--- config.mk ---
export PLATFORM = sky130hd
export DESIGN_NAME = debounced_pulse_period_meter
export DESIGN_NICKNAME = d
export VERILOG_FILES = /design/src/design/dpm_pkg.sv /design/src/design/dpm_track.sv /design/src/design/debounced_pulse_period_meter.sv
export VERILOG_INCLUDE_DIRS = /design/src /design/src/design
export SDC_FILE = /design/constraint.sdc
export NUM_CORES = 2
export LEC_CHECK = 0
export BUFFER_PORTS_ARGS = -buffer_cell sky130_fd_sc_hd__buf_2
export CAP_MARGIN = 20
export CORE_ASPECT_RATIO = 0.7
export CORE_UTILIZATION = 55
export CTS_CLUSTER_DIAMETER = 150
export DETAILED_ROUTE_END_ITERATION = 12
export GPL_TIMING_DRIVEN = 0
export PLACE_DENSITY = 0.78
export SLEW_MARGIN = 20
export SYNTH_ARGS = -nofsm -noshare
export SYNTH_HDL_FRONTEND = slang
export SYNTH_SLANG_ARGS = --single-unit
--- constraint.sdc ---
create_clock -name clk -period 10.05 [get_ports clk]
set_clock_uncertainty 0.1 [all_clocks]
set_input_delay 1.005 -clock clk [delete_from_list [all_inputs] [get_ports clk]]
set_output_delay 1.005 -clock clk [all_outputs]
set_load 0.02 [all_outputs]
--- src/design/debounced_pulse_period_meter_macros.svh ---
// ----------------------------------------------------------------------------
// Assertion macros for the debounced pulse period meter
// Concurrent checks clocked on clk and disabled while rst_n is low.
// ----------------------------------------------------------------------------
`ifndef DEBOUNCED_PULSE_PERIOD_METER_MACROS_SVH
`define DEBOUNCED_PULSE_PERIOD_METER_MACROS_SVH

`ifndef SYNTHESIS

// The condition must hold at every clock edge out of reset.
`define DPM_ASSERT_ALWAYS(lbl, cond) \
  lbl: assert property (@(posedge clk) disable iff (!rst_n) (cond)) \
    else $error("dpm: invariant violated");

// When pre holds, post must hold at the same edge.
`define DPM_ASSERT_IMPLY(lbl, pre, post) \
  lbl: assert property (@(posedge clk) disable iff (!rst_n) (pre) |-> (post)) \
    else $error("dpm: implication violated");

// When pre holds, post must hold at the next edge.
`define DPM_ASSERT_NEXT(lbl, pre, post) \
  lbl: assert property (@(posedge clk) disable iff (!rst_n) (pre) |=> (post)) \
    else $error("dpm: next-cycle check violated");

`else

`define DPM_ASSERT_ALWAYS(lbl, cond)
`define DPM_ASSERT_IMPLY(lbl, pre, post)
`define DPM_ASSERT_NEXT(lbl, pre, post)

`endif

`endif

--- src/design/dpm_pkg.sv ---
// ----------------------------------------------------------------------------
// dpm_pkg
// Types and constants shared by the debounced pulse period meter modules.
// ----------------------------------------------------------------------------
package dpm_pkg;

  // Timestamps and time differences are 32-bit values that wrap.
  localparam int TIME_BITS   = 32;
  localparam int COUNT_BITS  = 32;
  localparam int PERIOD_MS_W = 23;

  localparam logic [TIME_BITS-1:0] FILTER_RESET  = TIME_BITS'(100000);
  localparam logic [TIME_BITS-1:0] TIMEOUT_RESET = TIME_BITS'(300000000);

  // Division by 1000 as a multiplication by ceil(2^38 / 1000) and a shift.
  // The error term is small enough to give an exact quotient for any
  // 32-bit dividend.
  localparam int MS_MAGIC_W = 29;
  localparam int MS_SHIFT   = 38;
  localparam int MS_PROD_W  = TIME_BITS + MS_MAGIC_W;
  localparam logic [MS_MAGIC_W-1:0] MS_MAGIC = MS_MAGIC_W'(274877907);

  localparam int CFG_IDX_W = 1;

  typedef enum logic {
    OP_EDGE = 1'b0,
    OP_TICK = 1'b1
  } opcode_t;

  typedef enum logic [CFG_IDX_W-1:0] {
    CFG_FILTER  = 1'b0,
    CFG_TIMEOUT = 1'b1
  } cfg_idx_t;

  // Result of the tracking stage for one item.
  typedef struct packed {
    logic                   is_tick;
    logic                   edge_accepted;
    logic                   timed_out;
    logic [TIME_BITS-1:0]   period_us;
    logic [COUNT_BITS-1:0]  pulse_total;
    logic                   total_changed;
  } track_res_t;

endpackage

--- src/design/dpm_track.sv ---
// ----------------------------------------------------------------------------
// dpm_track
// Edge filter, pulse counter, period capture and timeout for one item.
// ----------------------------------------------------------------------------
module dpm_track (
  input  logic                           clk,
  input  logic                           rst_n,
  input  logic                           take,
  input  logic                           is_tick,
  input  logic                           pin_level,
  input  logic [dpm_pkg::TIME_BITS-1:0]  time_us,
  input  logic [dpm_pkg::TIME_BITS-1:0]  filter_time_us,
  input  logic [dpm_pkg::TIME_BITS-1:0]  timeout_time_us,
  output dpm_pkg::track_res_t            res
);

  logic [dpm_pkg::TIME_BITS-1:0]  last_detected_r, last_detected_nxt;
  logic [dpm_pkg::TIME_BITS-1:0]  last_valid_r, last_valid_nxt;
  logic [dpm_pkg::TIME_BITS-1:0]  period_r, period_nxt;
  logic [dpm_pkg::COUNT_BITS-1:0] count_r, count_nxt;
  logic [dpm_pkg::COUNT_BITS-1:0] reported_total_r, reported_total_nxt;
  logic                           total_once_r, total_once_nxt;

  logic [dpm_pkg::TIME_BITS-1:0]  detect_gap;
  logic [dpm_pkg::TIME_BITS-1:0]  valid_gap;
  logic                           rising;
  logic                           accepted;
  logic                           have_valid;
  logic                           timeout_hit;
  logic                           total_chg;

  always_comb begin
    detect_gap  = time_us - last_detected_r;
    valid_gap   = time_us - last_valid_r;
    have_valid  = (last_valid_r != '0);
    rising      = !is_tick && pin_level;
    accepted    = rising && (detect_gap >= filter_time_us);
    timeout_hit = is_tick && have_valid && (valid_gap > timeout_time_us);

    last_detected_nxt = rising ? time_us : last_detected_r;

    if (accepted) begin
      last_valid_nxt = time_us;
    end else if (timeout_hit) begin
      last_valid_nxt = '0;
    end else begin
      last_valid_nxt = last_valid_r;
    end

    if (accepted && have_valid) begin
      period_nxt = valid_gap;
    end else if (timeout_hit) begin
      period_nxt = '0;
    end else begin
      period_nxt = period_r;
    end

    count_nxt = accepted ? count_r + 1'b1 : count_r;

    // Only a tick reports, and a tick never changes the count.
    total_chg          = is_tick && (!total_once_r || (count_r != reported_total_r));
    reported_total_nxt = is_tick ? count_r : reported_total_r;
    total_once_nxt     = total_once_r || is_tick;

    res.is_tick       = is_tick;
    res.edge_accepted = accepted;
    res.timed_out     = timeout_hit;
    res.period_us     = period_nxt;
    res.pulse_total   = count_nxt;
    res.total_changed = total_chg;
  end

  always_ff @(posedge clk) begin
    if (!rst_n) begin
      last_detected_r  <= '0;
      last_valid_r     <= '0;
      period_r         <= '0;
      count_r          <= '0;
      reported_total_r <= '0;
      total_once_r     <= 1'b0;
    end else if (take) begin
      last_detected_r  <= last_detected_nxt;
      last_valid_r     <= last_valid_nxt;
      period_r         <= period_nxt;
      count_r          <= count_nxt;
      reported_total_r <= reported_total_nxt;
      total_once_r     <= total_once_nxt;
    end
  end

endmodule

--- src/design/debounced_pulse_period_meter.sv ---
// ----------------------------------------------------------------------------
// debounced_pulse_period_meter
// Filtered rising-edge pulse counter and period meter with timeout and
// change reporting, on stream interfaces.
// ----------------------------------------------------------------------------
// The meter takes one item per clock cycle when the result side keeps up,
// and every item gives exactly one result, held in turn in the middle and
// output registers. The first stage runs the edge filter, pulse counter,
// period capture and timeout test against the tracking registers; the
// second stage converts the period to milliseconds with a single constant
// multiplier and decides whether the reported millisecond period has
// changed. An output register and the middle pipeline register let a new
// item be taken while a finished result still waits on out_tready; in_tready
// falls only when both hold an item and the output is stalled. Configuration
// writes are always taken and should be made while no item is in flight.
// ----------------------------------------------------------------------------
`include "debounced_pulse_period_meter_macros.svh"

module debounced_pulse_period_meter (
  input  logic                           clk,
  input  logic                           rst_n,

  // Input items.
  input  logic                           in_tvalid,
  output logic                           in_tready,
  input  logic [39:0]                    in_tdata,  // [0] pin_level, [32:1] time_us
  input  logic                           in_tuser,  // [0] opcode

  // Result items.
  output logic                           out_tvalid,
  input  logic                           out_tready,
  // [0] edge_accepted, [1] timed_out, [33:2] period_us, [56:34] period_ms,
  // [88:57] pulse_total, [89] period_changed, [90] total_changed
  output logic [95:0]                    out_tdata,

  // Configuration writes.
  input  logic                           cfg_valid,
  output logic                           cfg_ready,
  input  logic [dpm_pkg::CFG_IDX_W-1:0]  cfg_index,
  input  logic [31:0]                    cfg_data
);

  // Configuration registers.
  logic [dpm_pkg::TIME_BITS-1:0] filter_time_us_r;
  logic [dpm_pkg::TIME_BITS-1:0] timeout_time_us_r;

  // Handshake and pipeline control.
  logic in_take;
  logic mid_adv;
  logic out_adv;
  logic mid_valid_r, mid_valid_nxt;
  logic out_valid_r, out_valid_nxt;

  dpm_pkg::track_res_t track_res;
  dpm_pkg::track_res_t mid_r;

  // Millisecond stage.
  logic [dpm_pkg::MS_PROD_W-1:0]   ms_prod;
  logic [dpm_pkg::PERIOD_MS_W-1:0] period_ms;
  logic                            period_chg;
  logic [dpm_pkg::PERIOD_MS_W-1:0] reported_ms_r;
  logic                            period_once_r;
  logic                            ms_report;

  // Output register fields.
  logic                            out_accepted_r;
  logic                            out_timed_out_r;
  logic [dpm_pkg::TIME_BITS-1:0]   out_period_us_r;
  logic [dpm_pkg::PERIOD_MS_W-1:0] out_period_ms_r;
  logic [dpm_pkg::COUNT_BITS-1:0]  out_total_r;
  logic                            out_period_chg_r;
  logic                            out_total_chg_r;

  // --------------------------------------------------------------------------
  // Configuration port: always ready, one register per transfer.
  // --------------------------------------------------------------------------
  assign cfg_ready = 1'b1;

  always_ff @(posedge clk) begin
    if (!rst_n) begin
      filter_time_us_r  <= dpm_pkg::FILTER_RESET;
      timeout_time_us_r <= dpm_pkg::TIMEOUT_RESET;
    end else if (cfg_valid) begin
      case (cfg_index)
        dpm_pkg::CFG_FILTER:  filter_time_us_r  <= cfg_data;
        dpm_pkg::CFG_TIMEOUT: timeout_time_us_r <= cfg_data;
        default: ;
      endcase
    end
  end

  // --------------------------------------------------------------------------
  // Flow control. A stage moves on when the stage after it is empty or is
  // itself moving on, so the pipeline fills without bubbles.
  // --------------------------------------------------------------------------
  always_comb begin
    out_adv   = !out_valid_r || out_tready;
    mid_adv   = !mid_valid_r || out_adv;
    in_tready = mid_adv;
    in_take   = in_tvalid && mid_adv;

    mid_valid_nxt = mid_adv ? in_take : mid_valid_r;
    out_valid_nxt = out_adv ? mid_valid_r : out_valid_r;
    ms_report     = out_adv && mid_valid_r && mid_r.is_tick;
  end

  always_ff @(posedge clk) begin
    if (!rst_n) begin
      mid_valid_r <= 1'b0;
      out_valid_r <= 1'b0;
    end else begin
      mid_valid_r <= mid_valid_nxt;
      out_valid_r <= out_valid_nxt;
    end
  end

  // --------------------------------------------------------------------------
  // First stage: the tracking state is updated at the transfer itself, and
  // the item's result fields are captured in the middle register.
  // --------------------------------------------------------------------------
  dpm_track u_track (
    .clk             (clk),
    .rst_n           (rst_n),
    .take            (in_take),
    .is_tick         (in_tuser == dpm_pkg::OP_TICK),
    .pin_level       (in_tdata[0]),
    .time_us         (in_tdata[32:1]),
    .filter_time_us  (filter_time_us_r),
    .timeout_time_us (timeout_time_us_r),
    .res             (track_res)
  );

  always_ff @(posedge clk) begin
    if (in_take) begin
      mid_r <= track_res;
    end
  end

  // --------------------------------------------------------------------------
  // Second stage: period in milliseconds and its change flag. The reported
  // value follows ticks in order, since results leave this stage in order.
  // --------------------------------------------------------------------------
  always_comb begin
    ms_prod    = dpm_pkg::MS_PROD_W'(mid_r.period_us) *
                 dpm_pkg::MS_PROD_W'(dpm_pkg::MS_MAGIC);
    period_ms  = dpm_pkg::PERIOD_MS_W'(ms_prod >> dpm_pkg::MS_SHIFT);
    period_chg = mid_r.is_tick && (!period_once_r || (period_ms != reported_ms_r));
  end

  always_ff @(posedge clk) begin
    if (!rst_n) begin
      reported_ms_r <= '0;
      period_once_r <= 1'b0;
    end else if (ms_report) begin
      reported_ms_r <= period_ms;
      period_once_r <= 1'b1;
    end
  end

  always_ff @(posedge clk) begin
    if (out_adv && mid_valid_r) begin
      out_accepted_r   <= mid_r.edge_accepted;
      out_timed_out_r  <= mid_r.timed_out;
      out_period_us_r  <= mid_r.period_us;
      out_period_ms_r  <= period_ms;
      out_total_r      <= mid_r.pulse_total;
      out_period_chg_r <= period_chg;
      out_total_chg_r  <= mid_r.total_changed;
    end
  end

  assign out_tvalid = out_valid_r;
  assign out_tdata  = {5'b0, out_total_chg_r, out_period_chg_r, out_total_r,
                       out_period_ms_r, out_period_us_r, out_timed_out_r,
                       out_accepted_r};

  // --------------------------------------------------------------------------
  // Checks.
  // --------------------------------------------------------------------------
  // The input side only stalls when both pipeline registers are occupied.
  `DPM_ASSERT_IMPLY(a_stall_full, !in_tready, mid_valid_r && out_valid_r && !out_tready)
  // An edge result never carries the tick-only change flag.
  `DPM_ASSERT_IMPLY(a_edge_no_tchg, mid_valid_r && !mid_r.is_tick, !mid_r.total_changed)
  // A timeout clears the period, so both period fields read zero.
  `DPM_ASSERT_IMPLY(a_tmo_clears, out_valid_r && out_timed_out_r,
                    out_period_us_r == '0 && out_period_ms_r == '0 && !out_accepted_r)
  // After a tick leaves the second stage a first report has been made.
  `DPM_ASSERT_NEXT(a_reported_once, ms_report, period_once_r && reported_ms_r == out_period_ms_r)

endmodule

==> impl_metrics.toml <==
[run_status]
status = "finished, final reports clean"

[critical_path]
start_kind = "register"
crit_chain = "ha_1 > fa_1 > fa_1 > inv_1 > fa_1 > inv_1 > fa_1 > fa_1 > fa_1 > inv_1 > fa_1 > inv_1 > ha_1 > nand2_1 > o21ai_0 > o2111a_1 > o311a_1 > nor4b_1 > a2111oi_0 > nand4_1 > nor4b_2 > nand4_1 > nor4_1 > a41oi_1"
r2r-end = "out_period_chg_r$_DFFE_PP_"
slowest_stage = "edfxtp_1"
critPathKind = "reg2reg"
reg2reg_from = "mid_r[42]$_DFFE_PP_"
rrSetupSlack_ns = 0.93
cp_max_fo = 12
crit_path_end_kind = "register"
slowest_delay_ns = 0.95
arrival_ns = 9.35
worstPathRequired_ns = 10.28
worstRegToRegCells = 24
cp_common_cell = "fa_1"

[cts]
clk_pin_slew_worst_paths_ns = 0.06
cts_hold_buf = 0
clock_latency_ns = 0.63
cts_buffer_depth = 3
cts_root_buf = "clkbuf_16"
post_cts_buffers = 0
ctsResizeCount = 0
cts_tree = "yes"
cts_buffers = 43
cts.sinks = 410
htree_num_levels = 2

[layout]
layout_commonest_cell = "inv_1"
layout_common_cells = "inv_1, ha_1, nand2_1"
drive_gt1_share_pct = 7.73
area_growth_pct = 9.48
fill_cells = 5251
nNetsFinal = 4881
register_area_um2 = 9800
multi_input_area_um2 = 22400
fin_util_pct = 61.2

[yosys]
syn_avg_cell_area_um2 = 9.39
synth.area.mux_share_pct = 0.488
ys_types = 88
syn_inst = 3772
yosysTopAreaCell = "ha_1"
synth_edf_count = 159
async_flop_share_pct = 0
syn_area_um2 = 35400
yosysWarningCount = 0
synth-seq-cells = 410
synth_compound_gate_area_share_pct = 11.9
synth_fa_ha_area_share_pct = 35.2
synth_top_area_share_pct = 18.2
ys_seq_area_share_pct = 27.7
yosys.area_share.simple_pct = 11.1
synth_top_family_by_area = "adder cells"
synth-xor-area-share_pct = 4.50
netlist_top_cells_area = "ha_1, fa_1, dfxtp_1, edfxtp_1, inv_1"
synthFlopType = "dfxtp_1"

[floorplanning]
start_util_pct = 55.9
coreArea_um2 = 63400
io_pins = 178
die_w_um = 305
fp-row-count = 77
chipHeight_um = 214
die_area_um2 = 65400

[timing]
max_slew_margin_pct = 23.7
rsz0062_at_grt = "false"
worst_slew_pin_slew_ns = 1.15
fin_ws_ns = 0.927
fin_setup_tns_ns = 0
clock.fmax_mhz = 110
finalHoldViolCount = 0
slew_viol_final = 0
finalCriticalPeriod_ns = 9.12
post-route-period-util_pct = 90.8
setup_viol = 0

[drt]
drc_errors = 0
drtIter0Drc = 2614
final_antenna_net_count = 0
routedWlPerCell_um = 19.7
vias = 27700
drt_pass1_iterations = 7
drt_wl_total_mm = 95.6
viasPerCell = 5.70

[min_path]
holdPathEnd = "out_total_r[6]$_DFFE_PP_"
hold_depth = 0
hold_start = "mid_r[7]$_DFFE_PP_"
min_path_type = "reg2reg"

[placed_design]
placement.io_buffers = 164
dpl.hpwl_mm = 77.2
dp_slack_ns = 1.11
place.gp.congestion = 0.987

[grt]
gr-total-overflow = 0
grt_max_degree = 58
antenna_found_initial = 1
grt_pass1_vias = 26800
grt_pass1_wl_mm = 150
track_usage_pct = 29.5

[run]
drv_cap = 0
[cells by family (layout without fill, tap and decap cells)]
logic type               Yosys count  in the layout
XOR/XNOR                         182            182
other                              2              7
multiplexers                      17             17
flip-flops                       410            410
AND/OR/NAND/NOR                  856            856
AO/OA/AOI/OAI                    641            641
buffers and inverters            849           1094
adder cells (fa/ha/maj)          815            815
[synth_stat cells, types with 7 or more instances]
master / instances
a211oi_1: 19
a21o_1: 72
a21oi_1: 243
a22oi_1: 33
a31oi_1: 9
a32o_1: 15
and2_1: 10
and3_1: 27
buf_2: 15
buf_4: 10
clkbuf_1: 110
dfxtp_1: 251
edfxtp_1: 159
fa_1: 300
ha_1: 515
inv_1: 705
mux2i_1: 15
nand2_1: 389
nand2b_1: 26
nand3_1: 85
nand4_1: 50
nor2_1: 154
nor2b_1: 15
nor3_1: 33
nor3b_1: 7
nor4_1: 20
o2111ai_1: 7
o211ai_1: 27
o21a_1: 16
o21ai_0: 77
o21ba_2: 18
o21bai_1: 13
o31ai_1: 9
or2_2: 9
or3_1: 7
or4_1: 7
xnor2_1: 123
xor2_1: 59
[state kept, by name, indices dropped and copies added (netlist names), 23 cells and up]
register / count
u_track.last_valid_r: 32
u_track.last_detected_r: 32
filter_time_us_r: 32
u_track.period_r: 32
mid_r: 68
out_period_ms_r: 23
timeout_time_us_r: 32
u_track.count_r: 32
reported_ms_r: 23
out_total_r: 32
out_period_us_r: 32
u_track.reported_total_r: 32
[through the flow]
stage,instance area (um2),hold WS [ns],instances
4_1_cts,38800,0.320,4850
6_report,38800,0.321,4851
2_1_floorplan,35400,0.300,3776
3_5_place_dp,37400,0.305,4771
3_3_place_gp,37300,0.301,4769
5_1_grt,38800,0.329,4850
[worst max path at each step]
stage                     cells after the start  slack [ns]                    endpoint                 from
after floorplan                              26        2.75  out_period_chg_r$_DFFE_PP_  mid_r[53]$_DFFE_PP_
after global placement                       25        1.17  out_period_chg_r$_DFFE_PP_  mid_r[56]$_DFFE_PP_
after detailed placement                     25        1.11  out_period_chg_r$_DFFE_PP_  mid_r[55]$_DFFE_PP_
after CTS                                    25        1.11  out_period_chg_r$_DFFE_PP_  mid_r[55]$_DFFE_PP_
after global routing                         24        0.71  out_period_chg_r$_DFFE_PP_  mid_r[42]$_DFFE_PP_
final                                        24        0.93  out_period_chg_r$_DFFE_PP_  mid_r[42]$_DFFE_PP_
[metal layers]
| metal | track usage [%] | part of all wire [%] |
|---|---|---|
| met1 | 44.8 | 46 |
| met3 | 7.63 | 11 |
| met2 | 41.4 | 40 |
| met4 | 7.34 | 2.3 |
| met5 | 0 | 0 |
[worst max-delay path, delay by kind of cell, from the launching register on]
kind / cells / cell delay [ns]
AND/OR/NAND/NOR: 6 / 1.34
adder cells (fa/ha/maj): 9 / 4.15
flip-flops: 1 / 0.95
buffers and inverters: 4 / 0.20
AO/OA/AOI/OAI: 5 / 2.06
[area by class of cell]
class | count | area share, %
Multi-Input combinational cell | 2517 | 57.7
Timing Repair Buffer | 166 | 2.26
Antenna cell | 1 | 0.00645
Inverter | 707 | 6.84
Sequential cell | 410 | 25.3
Clock inverter | 25 | 0.652
Tap cell | 829 | 2.67
Buffer | 142 | 1.53
Clock buffer | 54 | 3.01
Power is not shown: default switching activity piles up to over one toggle a cycle in this logic, so the estimate is an artifact.
